--- config.mk ---
export PLATFORM = sky130hd
export DESIGN_NAME = srm_ctrl
export DESIGN_NICKNAME = d
export VERILOG_FILES = /design/src/hdl/srm_pkg.sv /design/src/hdl/srm_ctrl.sv
export SDC_FILE = /design/constraint.sdc
export NUM_CORES = 1
export LEC_CHECK = 0
export ABC_AREA = 0
export CORE_AREA = 4 4 41 43
export CTS_CLUSTER_SIZE = 12
export DETAILED_ROUTE_END_ITERATION = 8
export DIE_AREA = 0 0 45 47
export DONT_BUFFER_PORTS = 1
export PLACE_DENSITY = 0.65
export SYNTH_ARGS = -nofsm -noshare
export SYNTH_HDL_FRONTEND = slang
export SYNTH_SLANG_ARGS = --single-unit
--- constraint.sdc ---
create_clock -name i_clk -period 1.6 [get_ports i_clk]
set_input_delay 0.16 -clock i_clk [delete_from_list [all_inputs] [get_ports i_clk]]
set_output_delay 0.16 -clock i_clk [all_outputs]
set_load 0.02 [all_outputs]
--- src/hdl/srm_pkg.sv ---
// Shared types, codes and constants of the sensor running-average monitor.
package srm_pkg;

    localparam int WINDOW_DEF      = 5;
    localparam int MAX_SENSORS_DEF = 64;

    localparam logic signed [15:0] MAX_TEMP_RST = 16'sd7680;
    localparam logic signed [15:0] MIN_TEMP_RST = 16'sd2560;

    typedef enum logic [1:0] {
        CMD_LOAD  = 2'd0,
        CMD_MEAS  = 2'd1,
        CMD_QUERY = 2'd2,
        CMD_NOP   = 2'd3
    } t_cmd;

    typedef enum logic [1:0] {
        ST_OK      = 2'd0,
        ST_UNKNOWN = 2'd1,
        ST_FULL    = 2'd2
    } t_status;

    typedef enum logic {
        CFG_MAX_TEMP = 1'b0,
        CFG_MIN_TEMP = 1'b1
    } t_cfg_idx;

    typedef enum logic [2:0] {
        RES_NONE,
        RES_LOAD,
        RES_FULL,
        RES_UNK,
        RES_HIT
    } t_res;

    typedef struct packed {
        logic latch;
        logic load_wr;
        logic idx_init;
        logic idx_dec;
        logic sensor_rd;
        logic meta_rd;
        logic meta_cap;
        logic upd;
        logic ring_rd;
        logic sum_acc;
        logic div_start;
        logic div_step;
        logic avg_wr;
        logic out_load;
        t_res kind;
    } t_dp_cmd;

    typedef struct packed {
        t_cmd cmd;
        logic in_valid;
        logic full;
        logic empty;
        logic match;
        logic idx_zero;
        logic k_last;
        logic fill_next_full;
        logic out_busy;
    } t_dp_sts;

endpackage

--- src/hdl/srm_ctrl.sv ---
// Controller: sequences load, search, ring update, summing and division.
module srm_ctrl (
    input  logic             i_clk,
    input  logic             i_rst_n,
    input  srm_pkg::t_dp_sts i_sts,
    output srm_pkg::t_dp_cmd o_cmd
);
    typedef enum logic [3:0] {
        S_IDLE, S_DISP, S_SADDR, S_SCMP, S_MRD, S_MCAP, S_UPD,
        S_RADDR, S_RACC, S_DIVS, S_DIV, S_AVW, S_FIN
    } t_state;

    t_state        r_state, n_state;
    srm_pkg::t_res r_kind, n_kind;

    always_comb begin
        n_state = r_state;
        n_kind  = r_kind;
        o_cmd   = '0;
        o_cmd.kind = r_kind;
        unique case (r_state)
            S_IDLE: begin
                o_cmd.latch = 1'b1;
                if (i_sts.in_valid) begin
                    n_state = S_DISP;
                end
            end
            S_DISP: begin
                n_state = S_FIN;
                unique case (i_sts.cmd)
                    srm_pkg::CMD_LOAD: begin
                        if (i_sts.full) begin
                            n_kind = srm_pkg::RES_FULL;
                        end else begin
                            o_cmd.load_wr = 1'b1;
                            n_kind = srm_pkg::RES_LOAD;
                        end
                    end
                    srm_pkg::CMD_MEAS, srm_pkg::CMD_QUERY: begin
                        if (i_sts.empty) begin
                            n_kind = srm_pkg::RES_UNK;
                        end else begin
                            o_cmd.idx_init = 1'b1;
                            n_state = S_SADDR;
                        end
                    end
                    default: n_kind = srm_pkg::RES_NONE;
                endcase
            end
            S_SADDR: begin
                o_cmd.sensor_rd = 1'b1;
                n_state = S_SCMP;
            end
            S_SCMP: begin
                priority if (i_sts.match) begin
                    n_state = S_MRD;
                end else if (i_sts.idx_zero) begin
                    n_kind  = srm_pkg::RES_UNK;
                    n_state = S_FIN;
                end else begin
                    o_cmd.idx_dec = 1'b1;
                    n_state = S_SADDR;
                end
            end
            S_MRD: begin
                o_cmd.meta_rd = 1'b1;
                n_state = S_MCAP;
            end
            S_MCAP: begin
                o_cmd.meta_cap = 1'b1;
                n_kind = srm_pkg::RES_HIT;
                n_state = (i_sts.cmd == srm_pkg::CMD_MEAS) ? S_UPD : S_FIN;
            end
            S_UPD: begin
                o_cmd.upd = 1'b1;
                n_state = i_sts.fill_next_full ? S_RADDR : S_FIN;
            end
            S_RADDR: begin
                o_cmd.ring_rd = 1'b1;
                n_state = S_RACC;
            end
            S_RACC: begin
                o_cmd.sum_acc = 1'b1;
                n_state = i_sts.k_last ? S_DIVS : S_RADDR;
            end
            S_DIVS: begin
                o_cmd.div_start = 1'b1;
                n_state = S_DIV;
            end
            S_DIV: begin
                o_cmd.div_step = 1'b1;
                n_state = S_AVW;
            end
            S_AVW: begin
                o_cmd.avg_wr = 1'b1;
                n_state = S_FIN;
            end
            S_FIN: begin
                if (!i_sts.out_busy) begin
                    o_cmd.out_load = 1'b1;
                    n_state = S_IDLE;
                end
            end
            default: n_state = S_IDLE;
        endcase
    end

    // state and result kind
    always_ff @(posedge i_clk) begin
        if (!i_rst_n) begin
            r_state <= S_IDLE;
            r_kind  <= srm_pkg::RES_NONE;
        end else begin
            r_kind  <= n_kind;
            r_state <= n_state;
        end
    end

endmodule

==> results of run 1 <==
## layout make-up
class | count | area, um^2 | share of cell area, %
multi-input cells | 71 | 473.0 | 64.51
well taps | 15 | 18.77 | 2.560
clock buffers | 4 | 26.28 | 3.584
flip-flops and latches | 7 | 143.9 | 19.62
repair buffers | 7 | 52.55 | 7.167
inverters | 5 | 18.77 | 2.560
## through the flow
stage	utilization [%]	power (W)	worst slack (ns)	instances
floorplan	-	0.001050	0.04555	91
global placement	52.50	0.001090	0.1882	105
detailed placement	52.50	0.001099	0.1147	105
CTS	54.71	0.001268	0.01439	109
global route	56.35	0.001419	0.01177	109
finish	56.35	0.001310	0.09164	109
## cell usage in the layout (no fill, tap or decap), drive strengths merged, types with 3 or more instances in the layout
| cell | n |
|---|---|
| nor2b | 3 |
| nor4 | 4 |
| ha | 3 |
| o21ai | 4 |
| inv | 5 |
| nand2b | 6 |
| nor3 | 3 |
| clkbuf | 4 |
| buf | 7 |
| a21oi | 6 |
| nor2 | 14 |
| nand2 | 6 |
| dfxtp | 7 |
## power by group through the flow
| stage | clock [W] | combinational, W | sequential, W |
|---|---|---|---|
| floorplan | 0 | 0.000704 | 0.000346 |
| global placement | 0 | 0.000663 | 0.000426 |
| detailed placement | 0 | 0.000667 | 0.000431 |
| CTS | 0.000166 | 0.000670 | 0.000432 |
| global route | 0.000179 | 0.000780 | 0.000459 |
| finish | 0.000158 | 0.000708 | 0.000444 |
## state kept, by name, summed over array words and instances, names as in the netlist
name,flops
r_kind,3
r_state,4
## metal layers
layer	GRT usage, %	part of all wire, %
met4	5.263	0
met3	4.598	8.8
met2	25.14	46
met1	20.55	45
met5	0	0
## cells by family (layout without fill, tap and decap cells)
family,count (synthesis),count (layout)
buffers and inverters,13,16
and+or+nand+nor,42,42
AOI/OAI and AO/OA,26,26
adders and majority gates,3,3
DFF,7,7
## worst min path at each step
stage | startpoint | endpoint | slack, ns | cells after the start
finish | i_rst_n | r_state[2]$_SDFFE_PN0P_ | 0.03 | 1
CTS | i_rst_n | r_state[2]$_SDFFE_PN0P_ | 0.02 | 1
floorplan | i_rst_n | r_state[2]$_SDFFE_PN0P_ | 0.28 | 1
global route | i_rst_n | r_state[2]$_SDFFE_PN0P_ | 0.02 | 1
detailed placement | i_rst_n | r_state[2]$_SDFFE_PN0P_ | 0.28 | 1
global placement | i_rst_n | r_state[2]$_SDFFE_PN0P_ | 0.28 | 1
## worst max-delay path: stages, from the launching register on
cell,delay (ns)
dfxtp_2,0.39
or2_2,0.36
nor3_1,0.18
buf_4,0.17
==> metrics list, run 1 <==
- The worst setup path is of the flop to primary output kind.
- Data on the critical path is required at its endpoint by about 1.4 ns.
- After synthesis the netlist holds a flip-flop and latch count of 7.
* Die area: about 2100 um^2
- Yosys top cell by area: dfxtp_1
- Diode count: 0
- Number of buffers inserted by port buffering: 0
- Hold repair after CTS inserted 0 buffers.
- After detailed routing, the average wire length per cell comes to around 14 um.
- Worst setup endpoint: o_cmd[3]
- The worst pin sits at a relative slew slack of 73.62%.
* Antenna violations before repair: 0
- Synth Area in XOR/XNOR: 0%
* Later-pin clock latency in the skew report: 0.25 ns
* Number of failing hold endpoints at the final stage: 0
- Synth Area in Compound Gates: approximately 28%
- The share of total power dissipated in sequential elements is 33.9%.
- Finished layout cell area: about 730 um^2
- The run finished with clean final reports.
* Internal portion of total power: roughly 0.00064 W
- Worst-path maximum fanout: 16
- After global routing the overflow that remains totals 0.
* Proportion of register bits with asynchronous set or reset after synthesis: 0%
- Fillers: 123
- Synth Area in Adders: 5.618%
- Post-route minimum period: around 1.5 ns
* Post-CTS resize count: 2
- The floorplan step set the die height to between 40 and 50 um.
* Setup_tns: 0 ns
- Number of warnings reported in the yosys synthesis log: 0
- Most instantiated library cell after synthesis: nor2_1
- STA classifies the critical path startpoint as a flop.
- Net Count, Synth: about 110
* Register clock-pin slew on the reported worst setup and hold paths: about 0.050 ns
- Setup violations remaining at the end of the flow were counted as 0.
- Area inside the core boundary: approximately 1300 um^2
* Pre-Repair DR Iteration Count: 4
- The worst setup path is captured at a primary output.
* Max-slew violation count: 0
- Number of top-level pins: 29
- The tightest hold path in the finished design has a slack of slightly below 0.03 ns.
- Across every metal layer, demand over resource in global routing totals 15.82%.
- Relative to the synthesized area, the layout overhead comes to 9.738%.
* Routed wire length: around 1500 um
- Final weighted congestion in routability-driven placement: between 0.8 and 0.9
- Post-route DRC violation count: 0
- Worst endpoint data arrival time: between 1 and 1.5 ns
- For this run, the top clock speed supported by timing is ~660 MHz.
* DR vias/cell: between 5 and 6
- CTS built an H-tree with a depth of 1.
* Fraction of the mapped netlist area in simple logic gates: about a third
- Post-synth top cells: nor2_1, dfxtp_1, nand2_1, nand2b_1
* CTS tree: yes
- Worst clock skew: 0.007215 ns
- Switching fraction of total power: between 50 and 60%
- Counting flops with a built-in enable in the synthesized netlist gives 0.
- Count of unique library cells instantiated by Yosys: 36
- Post-DP Area: roughly 680 um^2
- The share of total power dissipated in combinational logic is about 54%.
- The count of nets left with antenna violations once routing finished came out at 0.
- Static leakage: 0.2895 nW
- The worst-case IR drop observed on VDD is approximately 830 uV.
* Synthesized area: ~670 um^2
* Reg-to-reg startpoint: r_state[3]$_SDFFE_PN0P_
- Post-Syn Instances: 91
- Summing the sequential cell areas from Yosys gives around a fifth of the chip area.
- Post CTS Setup Buffer Count: 0
- Net switching power of the design: 0.0006667 W
- In this run the worst hold path is classified as input pin to flop.
- FF-to-FF setup slack: about 0.28 ns
- Effective utilization at floorplan: around half
- Of the available clock period, the critical path in the final layout requires between 90 and 100%.
- Setup repair after global routing left no endpoint under its margin.
- Num rows: 13
* Endpoint of the lowest-slack register-to-register path: r_kind[0]$_SDFFE_PN0P_
* Combinational family with the most area after synthesis: simple AND/OR/NAND/NOR gates
- Pin slew with the least headroom to its limit: 0.3923 ns
* Max-cap check violation count: 0
* Share of the synthesized area in the top cell type: a little over a fifth
- Of the post-synthesis cell area, the part taken by muxes is 0%.
- Source of the critical timing path: r_state[1]$_SDFFE_PN0P_
- Vias in the first global route: between 500 and 600
- The routed layout has ~630 vias.
- The first routing iteration left 19 violations.
* Synth Flop Type: dfxtp_1
* Post-DP HPWL: 1227 um
* Nets: 110
- Sinks on the clock net: 7
- Dividing total power by cell area gives a power density of approximately 1800 nW/um^2.
* Ratio of cells with drive above 1 in the final layout: between 20 and 30%
- Post-synthesis area per instance: between 7 and 8 um^2
- Most area-consuming cells after synthesis: dfxtp_1, nor2_1, ha_1, nand2b_1, a21oi_1
- TritonCTS buffer count: 3
* Largest net degree at the start of global routing: 17
- Global-route wire length before repair: ~2500 um
- The clock passes through at most 2 buffers.
- In this run the clock root is driven by a clkbuf_4.
* Clock power frac: 12.1%
- Reg2reg path depth: 4
* Die Span X: approximately 45 um
Power figures use the tool's default switching activity.
==> run 2: changes to the inputs <==
CELL_PAD_IN_SITES_DETAIL_PLACEMENT = 1   (was not set)
CELL_PAD_IN_SITES_GLOBAL_PLACEMENT = 2   (was not set)
CORE_AREA = not set   (was 4 4 41 43)
CORE_ASPECT_RATIO = 1.2   (was not set)
CORE_MARGIN = 4   (was not set)
CORE_UTILIZATION = 31   (was not set)
DIE_AREA = not set   (was 0 0 45 47)
PLACE_DENSITY = not set   (was 0.65)
PLACE_DENSITY_LB_ADDON = 0.1   (was not set)
==> metrics list, run 2 (same netlist as run 1, synthesis figures left out) <==
- FF-to-FF setup slack: 0.27 ns (about the same)
- The post-route fraction of the period consumed by the critical path came to 95.05% (+0.77 points).
* Critical path type: flop to primary output
- The pin count of the biggest net entering global routing is 12 (-5).
* Peak Freq: 657.6 MHz (-0.82%)
* Place WS: 0.1903 ns (+0.07558 ns)
- The remaining number of nets flagged by the antenna check after routing was 0 (unchanged).
- The signal arrival time at the worst endpoint is 1.36 ns (about the same).
* Antenna violations before repair: 0 (unchanged)
* Effective utilization at floorplan: 32.60% (-19 points)
- Commonest non-fill, non-tap cell in the layout: buf_4
* Kind of end point of the critical path: primary output
* Area delta synth->final: 17.60%
* Reg with most FFs: r_state
- The slew at the pin closest to its max-slew limit is 0.4010 ns (+0.008668 ns).
- Worst clock skew: 0.003241 ns (-0.003974 ns)
- Sinks on the clock net: 7 (unchanged)
- Worst min path class: input pin to flop
* Post CTS Setup Buffer Count: 0 (unchanged)
* Pre-Repair DR Iteration Count: 4 (unchanged)
- The maximum count of clock buffers along a single path came to 2 (unchanged).
* Type of element launching the critical path: flop
* Endpoint of the lowest-slack register-to-register path: r_kind[0]$_SDFFE_PN0P_
- Status: finished clean
- The biggest cell delay along the critical path is 0.46 ns (+0.07 ns).
* Maximum ir drop on the vdd rail: 957.1 uV (+15%)
- Final weighted congestion in routability-driven placement: 0.7937 (-4.2%)
- The number of buffers created by CTS is 3 (unchanged).
- The antenna diode instance count is 0 (unchanged).
- Worst-path maximum fanout: 6 (-10)
- The total power after layout came to 0.001405 W (+7.3%).
* Worst min-delay path endpoint: r_state[2]$_SDFFE_PN0P_
- The number of H-tree levels is 1 (unchanged).
* Reg2reg path depth: 4 (unchanged)
- CTS placed an instance of clkbuf_4 at the clock tree root.
* Setup_tns: 0 ns (unchanged)
- Height of the die: 58.86 um (+25%)
* Routed wire length: 2041 um (+34%)
* Post-detailed-route wirelength per cell: 15.95 um (+14%)
* Number of flip-flops in the largest register: 4 (unchanged)
- The total number of nets in the final design was 114 (+3.6%).
- The ratio of routed vias to standard cells was 5.305 (-8.4%).
- Worst path slowest cell: dfxtp_1
- The max-cap violation count was 0 (unchanged).
- Vias after detailed routing: 679 (+7.6%)
- Global-route usage over all layers: 15.05% (-0.78 points)
- The startpoint identified for the worst register-to-register timing path is r_state[1]$_SDFFE_PN0P_.
- Area occupied by multi-input gates: 476.7 um^2 (+0.79%)
* Cell breakdown of the critical path: nand2b_1 -> buf_4 -> nor2_1
- The global-route wire length before repair came to 3346 um (+36%).
- The fraction of final layout cells with drive strength greater than 1 is 29.59% (+4.1 points).
- Fillers: 262 (+110%)
* Final hold slack: 0.03477 ns (+0.005056 ns)
* Utilization of the core after routing: 38.34% (-18 points)
- The area inside the core boundary is 2049 um^2 (+58%).
- The final worst slack is 0.07924 ns (-0.01240 ns).
- Post-DP HPWL: 1631 um (+33%)
* Number of top-level pins: 29 (unchanged)
- Static leakage: 0.3104 nW (+7.2%)
* Register cell area after layout: 143.9 um^2 (unchanged)
- The iteration-0 DRC count of the detailed router was 7 (-12).
- Required time of the critical path: 1.44 ns (about the same)
- Post-route minimum period: 1.521 ns (+0.01240 ns)
- Vias in the first global route: 700 (+26%)
- Total grt overflow: 0 (unchanged)
* Max-slew violation count: 0 (unchanged)
- TritonCTS built the clock tree.
* Pwr/cell area: 1788 nW/um^2 (about the same)
- Post-route DRC violation count: 0 (unchanged)
* Die Span X: 50.38 um (+12%)
- The count of final setup violators came to 0 (unchanged).
* Max_slew headroom: 73.04% (-0.58 points)
- The number of standard-cell rows in the floorplan came to 18 (+5).
* Number of failing hold endpoints at the final stage: 0 (unchanged)
- The die outline area was 2965 um^2 (+40%).
- Number of buffers inserted by port buffering: 0 (unchanged)
- Regs by FF count: r_state x4, r_kind x3
- Most frequent cells in the layout: buf_4, nor2_1, nand2b_1
* Number of cells on the worst hold path: 1 (unchanged)
- Register clock-pin slew on the reported worst setup and hold paths: 0.05 ns (about the same)
* Later-pin clock latency in the skew report: 0.25 ns (about the same)
- The worst hold path begins at i_rst_n.
==> run 2: cell count changes in the layout (fill, tap and decap cells not counted), sizes merged <==
cell | before | now
buf | 7 | 11
==> run 2: how the worst max path moves through the flow <==
| stage | cells after the start | slack (ns) | start | to |
|---|---|---|---|---|
| floorplan | 4 | 0.05 | r_state[3]$_SDFFE_PN0P_ | o_cmd[15] |
| global placement | 4 | 0.20 | r_state[1]$_SDFFE_PN0P_ | r_kind[0]$_SDFFE_PN0P_ |
| detailed placement | 3 | 0.19 | r_state[0]$_SDFFE_PN0P_ | o_cmd[13] |
| CTS | 3 | 0.003 | r_state[3]$_SDFFE_PN0P_ | o_cmd[7] |
| global route | 3 | -0.02 | r_state[1]$_SDFFE_PN0P_ | o_cmd[15] |
| finish | 3 | 0.08 | r_state[2]$_SDFFE_PN0P_ | o_cmd[9] |
==> run 2: through the flow <==
step,cells,area [um^2]
final,128,785.8
after global routing,128,785.8
after CTS,128,765.7
after detailed placement,124,732.0
after global placement,124,732.0
after floorplan,91,668.1
==> run 2: metal layers <==
layer / GRT usage, % / vias to the layer above / wire (um)
met1: 17.72 / 325 / 848
met4: 2.308 / 0 / 8
met3: 6.329 / 2 / 155
met5: 0 / - / 0
met2: 25.93 / 17 / 1028
li1: - / 335 / -
==> run 2: area by class of cell <==
cell class                      instances  share of cell area [%]
Multi-Input combinational cell         71                   60.67
Sequential cell                         7                   18.31
Timing Repair Buffer                   11                   10.51
Tap cell                               30                   4.777
Clock buffer                            4                   3.344
Inverter                                5                   2.389
==> run 2: repair_timing <==
action / 4_1_cts / 5_1_grt
pin swaps: 0 / 0
hold buffers: 0 / 0
cloned: 0 / 0
gates resized for setup: 4 / 6
setup endpoints to repair: 3 / 8
endpoints found under the hold margin: 0 / 0
==> run 2: where the power goes <==
part	leakage (nW)	switching (W)	internal (W)	total, W
registers	0.0588	0.000181	0.000264	0.000444
clock network	0.0150	0.0000684	0.0000954	0.000164
logic	0.237	0.000478	0.000319	0.000797
total	0.310	0.000727	0.000678	0.00140
==> run 2: worst max-delay path: cells and delay by family (launching register included) <==
kind,cells,cell delay (ns)
buf+inv,1,0.18
flops,1,0.46
simple gates,2,0.48
==> run 3: changes to the inputs <==
ABC_AREA = not set   (was 0)
CELL_PAD_IN_SITES_GLOBAL_PLACEMENT = 1   (was 2)
CORE_UTILIZATION = 41   (was 31)
CTS_CLUSTER_DIAMETER = 60   (was not set)
==> metrics list, run 3 (same netlist as run 1, synthesis figures left out) <==
* Worst min path class: input pin to flop
- The max-slew headroom at the worst pin came to 72.45% (-0.60 points).
* Type of element launching the critical path: flop
- TritonCTS buffer count: 3 (unchanged)
* Total grt overflow: 0 (unchanged)
- The library cell used most frequently in the layout, excluding fill and tap cells, is nor2_1.
- The ratio of routed vias to standard cells is 5.829 (+9.9%).
* Number of DRC violations after detailed-routing iteration 0: 5 (-2)
- Area inside the core boundary: 1483 um^2 (-28%)
- TritonCTS built the clock tree.
- Count of nets left with antenna violations after detail routing: 0 (unchanged)
* Pre-Repair DR Iteration Count: 4 (unchanged)
- The static leakage power was 0.2895 nW (-6.7%).
* Status: finished clean
- Longest Clk Path Bufs: 2 (unchanged)
- Most frequent cells in the layout: nor2_1, buf_4
* Die Span X: 44.85 um (-11%)
- The final worst slack came to 0.08909 ns (+0.009847 ns).
- The max-cap violation count is 0 (unchanged).
- The filler cell count was 194 (-26%).
* Post-route DRC violation count: 0 (unchanged)
- The switching power summed over all nets came to 0.0006823 W (-6.2%).
- In the final layout, the registers with the most flip-flops are r_state x4, r_kind x3.
- The sequential share of power came to 33.8% (+2.2 points).
- Setup_tns: 0 ns (unchanged)
- The switching fraction of total power was 51.00% (-0.76 points).
- The number of antenna violations at the first check in global routing was 0 (unchanged).
- The global routing usage summed across all routing layers is 18.12% (+3.1 points).
- Setup repair after global routing missed its margin: no
- The wire length per cell was 17.14 um (+7.5%).
- Internal portion of total power: 0.0006555 W (-3.3%)
- Num rows: 15 (-3)
- The depth of the worst register-to-register path came to 4 (unchanged).
- The die height was 52.22 um (-11%).
- The die outline area came to 2342 um^2 (-21%).
- Pwr/cell area: 1825 nW/um^2 (+2.0%)
- Nets: 110 (-3.5%)
- Final weighted congestion in routability-driven placement: 0.7404 (-6.7%)
- The count of hold-fix buffers inserted at cts is 0 (unchanged).
- Part of the total power dissipated in combinational logic: 54.0% (-2.7 points)
- Peak Freq: 661.9 MHz (+0.65%)
- The maximum VDD drop was 1060 uV (+11%).
* Place WS: 0.08609 ns (-0.1042 ns)
- The startpoint identified for the worst register-to-register timing path is r_state[3]$_SDFFE_PN0P_.
- Vias after detailed routing: 647 (-4.7%)
- Worst setup endpoint: o_cmd[15]
* Register clock-pin slew on the reported worst setup and hold paths: 0.06 ns (about the same)
- The post-route fraction of the period consumed by the critical path came to 94.43% (-0.62 points).
- The final number of max-transition violations was 0 (unchanged).
- The number of H-tree levels is 1 (unchanged).
- Sinks on the clock net: 7 (unchanged)
- Critical path type: flop to primary output
- The insertion delay to the later sink of the worst-skew pair was 0.25 ns (about the same).
- The total area of sequential cells was 146.4 um^2 (+1.7%).
* Source of the critical timing path: r_state[1]$_SDFFE_PN0P_
- Number of failing hold endpoints at the final stage: 0 (unchanged)
* Global-route wire length before repair: 3091 um (-7.6%)
* Vias in the first global route: 648 (-7.4%)
* Clock power frac: 12.2% (+0.5 points)
* Area delta synth->final: 9.738%
- Ratio of cells with drive above 1 in the final layout: 24.47% (-5.1 points)
- The I/O pin total was 29 (unchanged).
- Kind of end point of the critical path: primary output
* Buffer cell driving the clock tree root: clkbuf_4
- Pin slew with the least headroom to its limit: 0.4098 ns (+0.008865 ns)
- Worst endpoint data arrival time: 1.35 ns (about the same)
* Number of flip-flops in the largest register: 4 (unchanged)
- The number of setup buffers added after CTS was 0 (unchanged).
- The setup skew after layout is 0.006117 ns (+0.002876 ns).
* Post-DP HPWL: 1477 um (-9.4%)
- The antenna diode instance count was 0 (unchanged).
- The endpoint identified for the worst register-to-register timing path is r_kind[0]$_SDFFE_PN0P_.
- The setup slack of the worst register-to-register path came to 0.22 ns (-0.05 ns).
- The area taken by multi-input logic gates is 467.9 um^2 (-1.8%).
* Effective utilization at floorplan: 45.06% (+12 points)
- The count of final setup violators is 0 (unchanged).
* Number of buffers inserted by port buffering: 0 (unchanged)
- Post-route minimum period: 1.511 ns (-0.009847 ns)
- Utilization of the core after routing: 49.45% (+11 points)
- Routed wire length: 1902 um (-6.8%)
* Worst-path maximum fanout: 16 (+10)
- Total power draw: 0.001338 W (-4.8%)
- Reg with most FFs: r_state
* Required time of the critical path: 1.44 ns (about the same)
* Largest net degree at the start of global routing: 17 (+5)
[run 3: power by group through the flow]
stage          clock, W  sequential (W)  combinational, W
4_1_cts        0.000170        0.000438          0.000714
5_1_grt        0.000190        0.000480          0.000797
3_5_place_dp          0        0.000434          0.000687
3_3_place_gp          0        0.000432          0.000678
6_report       0.000163        0.000452          0.000722
2_1_floorplan         0        0.000346          0.000704
[run 3: repair_timing]
item / CTS / global route
gates resized for setup: 5 / 5
endpoints found under the setup margin: 7 / 12
cloned: 0 / 0
pin swaps: 0 / 0
[run 3: critical path, cell delays in order (launching register included)]
cell	delay, ns
dfxtp_4	0.39
nand2b_2	0.24
nor4_1	0.27
buf_4	0.19
[run 3: layout make-up]
cell class / count / area share (%)
repair buffers: 7 / 7.167
clock buffers: 4 / 3.584
well taps: 17 / 2.901
inverters: 5 / 2.560
flip-flops and latches: 7 / 19.97
multi-input cells: 71 / 63.82
[run 3: worst min path at each step]
| stage | from | endpoint | slack (ns) | depth (start not counted) |
|---|---|---|---|---|
| floorplan | i_rst_n | r_state[2]$_SDFFE_PN0P_ | 0.28 | 1 |
| global placement | i_rst_n | r_state[2]$_SDFFE_PN0P_ | 0.28 | 1 |
| detailed placement | i_rst_n | r_state[2]$_SDFFE_PN0P_ | 0.28 | 1 |
| CTS | i_rst_n | r_state[2]$_SDFFE_PN0P_ | 0.02 | 1 |
| global route | i_rst_n | r_state[2]$_SDFFE_PN0P_ | 0.02 | 1 |
| finish | i_rst_n | r_state[2]$_SDFFE_PN0P_ | 0.02 | 1 |
[run 3: stage by stage]
| step | area, um^2 | hold WS [ns] | cells |
|---|---|---|---|
| floorplan | 668.1 | 0.2776 | 91 |
| detailed placement | 685.7 | 0.2839 | 107 |
| CTS | 721.9 | 0.01833 | 111 |
| global route | 733.2 | 0.02091 | 111 |
| global placement | 685.7 | 0.2801 | 107 |
| finish | 733.2 | 0.02255 | 111 |
[run 3: routing by layer]
metal  global-route usage (%)  wire length, um  share of wire [%]  vias up
met2                    30.38              926                 49       25
met5                        0                0                  0        -
met1                    21.88              816                 43      295
met4                    4.390               10               0.53        0
met3                    6.186              149                7.8        2
li1                         -                -                  -      325
